File: config.mk
export PLATFORM = sky130hd
export DESIGN_NAME = one_shot_timer_table_core_flat
export DESIGN_NICKNAME = d
export VERILOG_FILES = /design/src/ott_pkg.sv /design/src/ott_if.sv /design/src/ott_ctrl.sv /design/src/ott_dp.sv /design/src/one_shot_timer_table_core.sv /design/src/flat_wrapper.sv
export SDC_FILE = /design/constraint.sdc
export NUM_CORES = 1
export LEC_CHECK = 0
export BUFFER_PORTS_ARGS = -buffer_cell sky130_fd_sc_hd__buf_2
export CORE_UTILIZATION = 50
export DETAILED_ROUTE_END_ITERATION = 6
export GPL_ROUTABILITY_DRIVEN = 1
export PLACE_DENSITY = 0.66
export SYNTH_ARGS = -nofsm -noshare
export SYNTH_HDL_FRONTEND = slang
export SYNTH_SLANG_ARGS = --single-unit
File: constraint.sdc
create_clock -name i_clk -period 7.05 [get_ports i_clk]
set_input_delay 1.41 -clock i_clk [delete_from_list [all_inputs] [get_ports i_clk]]
set_output_delay 1.41 -clock i_clk [all_outputs]
set_load 0.01 [all_outputs]
File: src/ott_pkg.sv
// Shared types and constants of the one-shot timer table.
package ott_pkg;

    localparam int SLOT_COUNT = 10;
    localparam int IDX_W      = (SLOT_COUNT > 1) ? $clog2(SLOT_COUNT) : 1;
    localparam int TICK_W     = 32;
    localparam int DELAY_W    = 24;
    localparam int HANDLER_W  = 4;
    localparam int ACTION_W   = 16;
    localparam int WHEEL_W    = 8;

    localparam logic MODE_TICK = 1'b0;
    localparam logic MODE_ARM  = 1'b1;
    localparam logic KIND_ACK  = 1'b0;
    localparam logic KIND_FIRE = 1'b1;

    typedef logic [IDX_W-1:0]      t_idx;
    typedef logic [SLOT_COUNT-1:0] t_mask;
    typedef logic [TICK_W-1:0]     t_tick;

    typedef struct packed {
        logic                 mode;
        logic [DELAY_W-1:0]   delay_ms;
        logic [HANDLER_W-1:0] handler_id;
        logic [ACTION_W-1:0]  action_id;
        logic [WHEEL_W-1:0]   wheel_id;
    } t_req;

    typedef struct packed {
        logic                 kind;
        logic                 accepted;
        logic [HANDLER_W-1:0] fired_handler;
        logic [ACTION_W-1:0]  fired_action;
        logic [WHEEL_W-1:0]   fired_wheel;
        logic                 last;
    } t_res;

    typedef struct packed {
        logic [HANDLER_W-1:0] handler;
        logic [ACTION_W-1:0]  action;
        logic [WHEEL_W-1:0]   wheel;
    } t_slot_data;

    // controller -> datapath
    typedef struct packed {
        logic in_ready;
        logic load_in;
        logic arm_do;
        logic mark_do;
        logic scan_rd;
        logic emit_do;
        logic idx_inc;
    } t_cmd;

    // datapath -> controller
    typedef struct packed {
        logic in_valid;
        logic in_mode;
        logic out_free;
        logic mask_empty;
        logic mask_hit;
    } t_stat;

endpackage

File: src/ott_if.sv
// Request and result channel interfaces of the timer table.
interface ott_req_if;
    import ott_pkg::*;
    logic valid;
    logic ready;
    t_req data;
    modport source (output valid, output data, input ready);
    modport sink   (input valid, input data, output ready);
endinterface

interface ott_res_if;
    import ott_pkg::*;
    logic valid;
    logic ready;
    t_res data;
    modport source (output valid, output data, input ready);
    modport sink   (input valid, input data, output ready);
endinterface

File: src/ott_ctrl.sv
// Controller state machine of the timer table: sequences arm and tick requests.
module ott_ctrl (
    input  logic          i_clk,
    input  logic          i_rst_n,
    input  ott_pkg::t_stat i_stat,
    output ott_pkg::t_cmd  o_cmd
);
    import ott_pkg::*;

    typedef enum logic [2:0] {
        S_IDLE,
        S_ARM,
        S_MARK,
        S_SCAN,
        S_EMIT
    } t_state;

    t_state r_state;
    t_state n_state;

    always_comb begin
        o_cmd   = '0;
        n_state = r_state;
        unique case (r_state)
            S_IDLE: begin
                o_cmd.in_ready = 1'b1;
                if (i_stat.in_valid) begin
                    o_cmd.load_in = 1'b1;
                    n_state = (i_stat.in_mode == MODE_ARM) ? S_ARM : S_MARK;
                end
            end
            S_ARM: begin
                if (i_stat.out_free) begin
                    o_cmd.arm_do = 1'b1;
                    n_state = S_IDLE;
                end
            end
            S_MARK: begin
                o_cmd.mark_do = 1'b1;
                n_state = S_SCAN;
            end
            S_SCAN: begin
                priority if (i_stat.mask_empty) begin
                    n_state = S_IDLE;
                end else if (i_stat.mask_hit) begin
                    o_cmd.scan_rd = 1'b1;
                    n_state = S_EMIT;
                end else begin
                    o_cmd.idx_inc = 1'b1;
                end
            end
            S_EMIT: begin
                if (i_stat.out_free) begin
                    o_cmd.emit_do = 1'b1;
                    o_cmd.idx_inc = 1'b1;
                    n_state = S_SCAN;
                end
            end
            default: n_state = S_IDLE;
        endcase
    end

    always_ff @(posedge i_clk) begin
        if (!i_rst_n) begin
            r_state <= S_IDLE;
        end else begin
            r_state <= n_state;
        end
    end

endmodule

File: src/ott_dp.sv
// Datapath of the timer table: counter, deadlines, slot memory, result register.
module ott_dp (
    input  logic           i_clk,
    input  logic           i_rst_n,
    input  ott_pkg::t_cmd  i_cmd,
    output ott_pkg::t_stat o_stat,
    ott_req_if.sink        i_req_ch,
    ott_res_if.source      o_res_ch
);
    import ott_pkg::*;

    t_tick      r_tick;
    t_tick      r_deadline [SLOT_COUNT];
    t_slot_data r_mem      [SLOT_COUNT];
    t_slot_data r_rd;
    t_req       r_in;
    t_mask      r_mask;
    t_idx       r_idx;
    logic       r_last;
    logic       r_out_valid;
    t_res       r_out;

    t_tick sum;
    t_idx  free_idx;
    logic  free_found;
    t_mask idx_bit;
    logic  idx_in_range;

    assign sum = r_tick + TICK_W'(r_in.delay_ms);

    // lowest-numbered free slot; descending loop so the lowest index wins
    always_comb begin
        free_idx   = '0;
        free_found = 1'b0;
        for (int i = SLOT_COUNT - 1; i >= 0; i--) begin
            if (r_deadline[i] == '0) begin
                free_idx   = IDX_W'(i);
                free_found = 1'b1;
            end
        end
    end

    assign idx_bit      = t_mask'(1) << r_idx;
    assign idx_in_range = {1'b0, r_idx} < (IDX_W + 1)'(SLOT_COUNT);

    assign i_req_ch.ready    = i_cmd.in_ready;
    assign o_res_ch.valid    = r_out_valid;
    assign o_res_ch.data     = r_out;

    assign o_stat.in_valid   = i_req_ch.valid;
    assign o_stat.in_mode    = i_req_ch.data.mode;
    assign o_stat.out_free   = !r_out_valid || o_res_ch.ready;
    assign o_stat.mask_empty = (r_mask == '0);
    assign o_stat.mask_hit   = idx_in_range && ((r_mask & idx_bit) != '0);

    // control state: counter, deadlines, scan mask and index, result valid
    always_ff @(posedge i_clk) begin
        if (!i_rst_n) begin
            r_tick      <= '0;
            r_mask      <= '0;
            r_idx       <= '0;
            r_out_valid <= 1'b0;
            for (int i = 0; i < SLOT_COUNT; i++) begin
                r_deadline[i] <= '0;
            end
        end else begin
            if (i_cmd.arm_do && free_found) begin
                r_deadline[free_idx] <= sum;
            end
            if (i_cmd.mark_do) begin
                // latch the expired set and free those slots now
                for (int i = 0; i < SLOT_COUNT; i++) begin
                    r_mask[i] <= (r_deadline[i] != '0) && (r_deadline[i] <= r_tick);
                    if ((r_deadline[i] != '0) && (r_deadline[i] <= r_tick)) begin
                        r_deadline[i] <= '0;
                    end
                end
                r_tick <= r_tick + 1'b1;
                r_idx  <= '0;
            end
            if (i_cmd.scan_rd) begin
                r_mask <= r_mask & ~idx_bit;
            end
            if (i_cmd.idx_inc) begin
                r_idx <= r_idx + 1'b1;
            end
            if (i_cmd.arm_do || i_cmd.emit_do) begin
                r_out_valid <= 1'b1;
            end else if (o_res_ch.ready) begin
                r_out_valid <= 1'b0;
            end
        end
    end

    // payload registers
    always_ff @(posedge i_clk) begin
        if (i_cmd.load_in) begin
            r_in <= i_req_ch.data;
        end
        if (i_cmd.scan_rd) begin
            r_last <= ((r_mask & ~idx_bit) == '0);
        end
        if (i_cmd.arm_do) begin
            r_out.kind          <= KIND_ACK;
            r_out.accepted      <= free_found;
            r_out.fired_handler <= '0;
            r_out.fired_action  <= '0;
            r_out.fired_wheel   <= '0;
            r_out.last          <= 1'b1;
        end else if (i_cmd.emit_do) begin
            r_out.kind          <= KIND_FIRE;
            r_out.accepted      <= 1'b0;
            r_out.fired_handler <= r_rd.handler;
            r_out.fired_action  <= r_rd.action;
            r_out.fired_wheel   <= r_rd.wheel;
            r_out.last          <= r_last;
        end
    end

    // slot data memory: one write port, one registered read port
    always_ff @(posedge i_clk) begin
        if (i_cmd.arm_do && free_found) begin
            r_mem[free_idx] <= '{handler: r_in.handler_id,
                                 action:  r_in.action_id,
                                 wheel:   r_in.wheel_id};
        end
        if (i_cmd.scan_rd) begin
            r_rd <= r_mem[r_idx];
        end
    end

endmodule

File: src/one_shot_timer_table_core.sv
// Top level of the one-shot timer table.
// One request at a time. An arm request passes through the arm state and returns
// one acknowledgment. A tick request latches the expired set in the mark state and
// then scans the slots up to the highest slot index that expires on this tick;
// with no expiry the scan ends at once. The scan walks the slots one index per
// cycle while no expiry is found, takes the emit state per expiry after the
// registered read of the slot data memory, and ends when it sees the expired set
// empty. Result stalls hold the arm and emit states only while the result
// register is still occupied. No clearing pass is run after reset.
module one_shot_timer_table_core (
    input  logic      i_clk,
    input  logic      i_rst_n,
    ott_req_if.sink   i_req_ch,
    ott_res_if.source o_res_ch
);
    import ott_pkg::*;

    t_cmd  cmd;
    t_stat stat;

    ott_ctrl u_ctrl (
        .i_clk   (i_clk),
        .i_rst_n (i_rst_n),
        .i_stat  (stat),
        .o_cmd   (cmd)
    );

    ott_dp u_dp (
        .i_clk    (i_clk),
        .i_rst_n  (i_rst_n),
        .i_cmd    (cmd),
        .o_stat   (stat),
        .i_req_ch (i_req_ch),
        .o_res_ch (o_res_ch)
    );

endmodule

File: src/flat_wrapper.sv
// flat-port wrapper written by rule: the top's interface ports become plain ports
module one_shot_timer_table_core_flat import ott_pkg::*;
  (i_clk, i_rst_n, i_req_ch_valid, i_req_ch_data, i_req_ch_ready, o_res_ch_valid, o_res_ch_data, o_res_ch_ready);
  ott_req_if i_req_ch_i ();
  ott_res_if o_res_ch_i ();
  input  logic i_clk;
  input  logic i_rst_n;
  input wire logic [$bits(i_req_ch_i.valid)-1:0] i_req_ch_valid;
  input wire logic [$bits(i_req_ch_i.data)-1:0] i_req_ch_data;
  output wire logic [$bits(i_req_ch_i.ready)-1:0] i_req_ch_ready;
  output wire logic [$bits(o_res_ch_i.valid)-1:0] o_res_ch_valid;
  output wire logic [$bits(o_res_ch_i.data)-1:0] o_res_ch_data;
  input wire logic [$bits(o_res_ch_i.ready)-1:0] o_res_ch_ready;
  assign i_req_ch_i.valid = i_req_ch_valid;
  assign i_req_ch_i.data = i_req_ch_data;
  assign i_req_ch_ready = i_req_ch_i.ready;
  assign o_res_ch_valid = o_res_ch_i.valid;
  assign o_res_ch_data = o_res_ch_i.data;
  assign o_res_ch_i.ready = o_res_ch_ready;
  one_shot_timer_table_core u_core (.i_clk(i_clk), .i_rst_n(i_rst_n), .i_req_ch(i_req_ch_i), .o_res_ch(o_res_ch_i));
endmodule
Word level (Yosys, flattened, before mapping) --
Memory sizes are Yosys's and may differ from the RTL's. A register that Yosys moved wholly into a read port is not among the register bits. Index checks and enable logic that the tools add are counted.
Operators by class: add/subtract/negate cells 3, shifts and indexed selects 1, eq/ne operators 8, multiplexer cells 106, reductions and logical operators 45, $lt $le $gt $ge 11, div/mod/pow operators 0, multiply operators 0, bitwise operators 13
Operator list (number):
- two-way mux 32 bit | 11
- less-or-equal comparator 32 bit | 10
- logical NOT 32 bit | 10
- nonzero test 32 bit | 10
- two-way mux 1 bit | 68
- two-way mux 30 bit | 2
- two-way mux 4 bit | 13
- adder 32 x 1 -> 32 bit, second input constant | 1
- adder 32 x 24 -> 32 bit | 1
- OR reduction 32 bit | 1
- bitwise AND 10 bit | 2
- logical NOT 10 bit | 2
- two-way mux 10 bit | 2
- two-way mux 3 bit | 5
- case mux 3 bit (5 select lines) | 1
- logical AND 1 bit | 12
- inverter 10 bit | 1
- bitwise OR 1 bit | 10
- nonzero test 10 bit | 1
- left shift 1 x 4 -> 10 bit, first input constant | 1
- nonzero test 2 bit | 4
- equality test 3 x 2 -> 1 bit, second input constant | 2
- two-way mux 2 bit | 3
- adder 4 x 1 -> 4 bit, second input constant | 1
- 11 further kinds | 13
Storage, ports and cells: ROM bits 0, output and inout bits 33, latch bits 0, bits in registers 134, memory bits (writable) 600, bits of input ports 57, memories kept 2, word-level logic and storage cells 205
Memory list:
- u_core.u_dp.r_deadline | depth 10, width 32, read ports 10, clocked after memory_dff 0, wr ports 10, RTL line ott_dp.sv:13 | t_tick r_deadline [SLOT_COUNT];
- u_core.u_dp.r_mem | depth 10, width 28, read ports 1, clocked after memory_dff 1, wr ports 1, RTL line ott_dp.sv:14 | t_slot_data r_mem [SLOT_COUNT];

Logic depth before layout (Yosys ltp) --
An unclocked memory read counts as a cell.
depth in word-level cells 18, gate-level depth with buffers 15, depth with buffers taken out 11

Cells and area by module --
From an unflattened synthesis, not the netlist that was laid out.
Second synthesis, totals: cells, all modules 2926, area total of the unflattened synthesis 37369.6 um2
Modules (own cells, without submodules):
- ott_dp | sequential area each 22021.1 um2, times used 1, area an instance 37121.9 um2, cells an instance 2895
- ott_ctrl | sequential area each 60.1 um2, times used 1, area an instance 247.7 um2, cells an instance 31

Worst setup path before layout --
OpenSTA, ideal clock, no wires.
kind input to register, start input port o_res_ch_ready, end memory u_core.u_dp.r_deadline[6][0] (netlist name) (enable), data arrival time 4.862 ns, buffers on the path 1, path slack 1.793 ns, required time 6.655 ns, cell stages on the path 6, library setup time 0.395 ns, cell sequence nand2b_1 > and3_1 > buf_2 > nand3_1 > nor3_1 > nand3b_1
RTL lines:
- start, declared | RTL line flat_wrapper.sv:13 | input wire logic [$bits(o_res_ch_i.ready)-1:0] o_res_ch_ready;
- end, declared | RTL line ott_dp.sv:13

==> reports/summary.log <==
INFO  run_status     status=finished clean
INFO  drt            post_drt_via_cell_ratio=6.20
INFO  grt            number_of_global_route_vias_before_repair=25.2k
INFO  die            dieArea=75200um2
INFO  critical_path  worstPathRequired=7600ps
INFO  placement      post-dp-hpwl=66.1mm
INFO  die            boundaryPins=90
INFO  drt            route.vias.total=25.4k
INFO  placement      area_after_detailed_placement=39000um2
INFO  cells_and_area final_net_count=3470
INFO  min_path       hold_path_depth=2
INFO  power_and_ir_drop net-switching-power=2.36mW
INFO  critical_path  timing.critical_path.arrival=4940ps
INFO  die            start_util=50.6%
INFO  logic_synthesis synthesis.instances=2916
INFO  logic_synthesis synth.ff_latch_count=762
INFO  die            die_h=274um
INFO  sta            timing_max_transition_violations_final=0
INFO  placement      dp_cells=3939
INFO  power_and_ir_drop power_frac_seq=50.8%
INFO  sta            layout_min_cycle_time=4380ps
INFO  clocking       worstSkewPairLatency=640ps
INFO  critical_path  worst_path_max_stage_delay=850ps
INFO  sta            finalSetupViolations=0
INFO  cells_and_area fill_cells=5759
INFO  sta            max_clock_freq=228MHz
INFO  min_path       hold_class=register to register
INFO  power_and_ir_drop combinationalPowerShare=6.5%
INFO  critical_path  timing.critical_path.cells=buf_4, inv_1, ha_1, a222oi_1, mux2i_1, o22ai_1, inv_1, nand2_1, inv_1, buf_4, a31oi_1, o21a_1
INFO  drt            wire_length_per_cell_after_detailed_routing=24.7um
INFO  cells_and_area post_route_cells_drive_above_1_share=12.8%
INFO  clocking       clkSinkCount=762
INFO  cells_and_area layout.core_utilization=57.1%
INFO  critical_path  crit_path_top_delay_cell=dfxtp_2
INFO  placement      placement.io_buffers=89
INFO  clocking       post_cts.resized_instances=0
INFO  grt            grt_util_met2=42.5%
INFO  drt            residual_antenna_violating_net_count_after_detailed_routing=0
INFO  cells_and_area layout.cells.most_common=edfxtp_1
INFO  clocking       cts.hold.buffers_added=0
INFO  critical_path  critical_path_class=register to register
INFO  clocking       clock_pin_transition_on_the_worst_setup_and_hold_timing_paths=60ps
INFO  logic_synthesis yosys_most_used_dff=edfxtp_1
INFO  clocking       cts_buffer_depth=3
INFO  logic_synthesis ys_async_sr_fraction=0%
INFO  placement      place_congestion=0.911
INFO  grt            global_route_wire_length_before_repair=150mm
INFO  sta            finClkSkew=28.1ps
INFO  grt            gr-total-overflow=0
INFO  grt            global_route.usage.met3=4.54%
INFO  sta            layout_worst_path_cycle_share=62.2%
INFO  logic_synthesis syn_area_per_cell=12.7um2
INFO  logic_synthesis synth-seq-area-share=59.6%
INFO  drt            initialDrtViolationCount=2462
INFO  die            floorplan.die.width=274um
INFO  drt            remaining_drc_errors=0
INFO  sta            holdWs=450ps
INFO  sta            report.final.hold_viol_count=0
INFO  run            cap_viol_max_count=0
INFO  cells_and_area most-common-layout-cells=edfxtp_1 (682), nor2_1 (414), ha_1 (351), nand2_1 (210), a21oi_1 (140)
INFO  power_and_ir_drop p_leak=15.2nW
INFO  logic_synthesis netlist_area=37100um2
INFO  cells_and_area finalNonFillerCells=4087
INFO  power_and_ir_drop internal_power=7.87mW
INFO  sta            timing.max_slew.rel_slack=10.9%
INFO  logic_synthesis synth_top_area_cell=edfxtp_1
INFO  logic_synthesis mappedNetlistNets=3325
INFO  cells_and_area layout.cell_area.non_filler=41800um2
INFO  sta            postLayoutSetupSlackWorst=2670ps
INFO  grt            global_route.usage.total=27.0%
INFO  critical_path  crit_path_end_kind=register
INFO  power_and_ir_drop total_power=10.2mW
INFO  sta            rsz0062_at_grt=no
INFO  logic_synthesis synth.yosys.warnings=0
INFO  critical_path  critical_path.most_common_cell=inv_1
INFO  critical_path  crit_fanout=36
INFO  drt            drtPass1Iterations=6
INFO  drt            totalWireLength=101mm
INFO  power_and_ir_drop pwr-share-clk=42.7%
INFO  cells_and_area antenna_cells_inserted=0
INFO  power_and_ir_drop swShare=23.1%
INFO  placement      dp_slack=2800ps
INFO  power_and_ir_drop cellPowerDensity=245nW/um2
INFO  sta            worst-slew-pin-transition=1330ps
INFO  clocking       cts.repair_timing.setup_buffer_count=0
INFO  clocking       clock-root-buffer=clkbuf_16
INFO  grt            grt.busiest_layer=met2
INFO  power_and_ir_drop ir_worst_vdd=0.000229V
INFO  clocking       cts_inserted_buffers=79
INFO  cells_and_area area_overhead_of_the_layout_relative_to_synthesis=12.7%
INFO  clocking       number_of_h_tree_levels=3
INFO  die            rows=99
INFO  grt            groute.layer.met1.usage=37.1%
INFO  sta            fin_setup_tns=0ps
INFO  logic_synthesis synth_edf_count=682
INFO  grt            grt_max_degree=61
INFO  logic_synthesis yosysTopAreaCellShare=55.3%
INFO  logic_synthesis post_synth_num_cell_types=79
INFO  logic_synthesis most_area_consuming_cells_after_synthesis=edfxtp_1 (55%), ha_1 (12%), dfxtp_1 (4.3%)
INFO  clocking       tritoncts=yes
INFO  grt            grt_antenna_before_repair=0
INFO  critical_path  ff2ff_path_depth=12
INFO  die            design.core.area=73200um2
INFO  critical_path  cp-start-kind=register
-- worst max-delay path: cells and delay by family (launching register included) --
family,cells,cell delay [ps]
multiplexers,1,110
AND/OR/NAND/NOR,1,300
adder cells (fa/ha/maj),1,320
AO/OA/AOI/OAI,4,1250
buffers and inverters,5,1430
flip-flops,1,850
-- state kept, by name (all words and copies together), names as in the netlist --
name,cells
u_core.u_ctrl.r_state,3
u_core.u_dp.o_res_ch.data,31
u_core.u_dp.o_res_ch.valid,1
u_core.u_dp.r_deadline,320
u_core.u_dp.r_idx,4
u_core.u_dp.r_in,52
u_core.u_dp.r_last,1
u_core.u_dp.r_mask,10
u_core.u_dp.r_mem,280
u_core.u_dp.r_rd,28
u_core.u_dp.r_tick,32
-- routing by layer --
layer	share of wire [%]	vias up	routed length (um)
met1	42	12600	42400
li1	-	11400	-
met2	46	1137	46300
met4	3.8	0	3880
met3	8.4	235	8450
met5	0	-	0
-- logic make-up after synthesis --
group | count (synthesis) | share of synthesized area [%]
multiplexers | 58 | 3.46
buffers and inverters | 156 | 1.62
AO/OA/AOI/OAI | 488 | 8.47
adder cells (fa/ha/maj) | 352 | 11.9
XOR/XNOR | 52 | 1.39
flip-flops | 762 | 59.6
AND/OR/NAND/NOR | 1048 | 13.6
-- worst paths after layout --
kind / startpoint / end / slack (ps)
setup / recovery: u_core.u_dp.r_idx[1] / u_core.u_dp.r_mask[1] / 2670
hold / removal: u_core.u_dp.o_res_ch.data[19] / u_core.u_dp.o_res_ch.data[19] / 450
hold reg to reg: u_core.u_dp.o_res_ch.data[19] / u_core.u_dp.o_res_ch.data[19] / 450
setup reg to reg: u_core.u_dp.r_idx[1] / u_core.u_dp.r_mask[1] / 2670
-- cell type report --
cell class | instances | area (um2) | share of cell area [%]
clock inverter | 50 | 642 | 1.54
timing repair buffer | 155 | 941 | 2.25
tap | 959 | 1200 | 2.87
multi-input combinational | 1998 | 14600 | 34.9
clock buffer | 98 | 2100 | 5.02
inverter | 65 | 244 | 0.584
sequential | 762 | 22100 | 52.9
-- power by group through the flow --
stage / combinational (mW) / sequential (mW) / clock, mW
2_1_floorplan: 0.418 / 5.24 / 0
3_3_place_gp: 0.624 / 5.28 / 0
3_5_place_dp: 0.653 / 5.29 / 0
4_1_cts: 0.659 / 5.19 / 4.40
5_1_grt: 0.731 / 5.21 / 4.58
6_report: 0.666 / 5.20 / 4.36
-- synthesized netlist by cell type, drive strengths merged (19+ instances only) --
| library cell | number |
|---|---|
| a211oi | 46 |
| a21boi | 21 |
| a21o | 56 |
| a21oi | 140 |
| a31oi | 39 |
| and2 | 29 |
| buf | 19 |
| clkbuf | 72 |
| dfxtp | 80 |
| edfxtp | 682 |
| ha | 351 |
| inv | 64 |
| mux4 | 56 |
| nand2 | 212 |
| nand3 | 47 |
| nand4 | 78 |
| nor2 | 419 |
| nor2b | 48 |
| nor3 | 39 |
| nor4 | 97 |
| o211ai | 21 |
| o21ai | 84 |
| xnor2 | 38 |
Note: power is estimated with default switching activity, not from simulation.
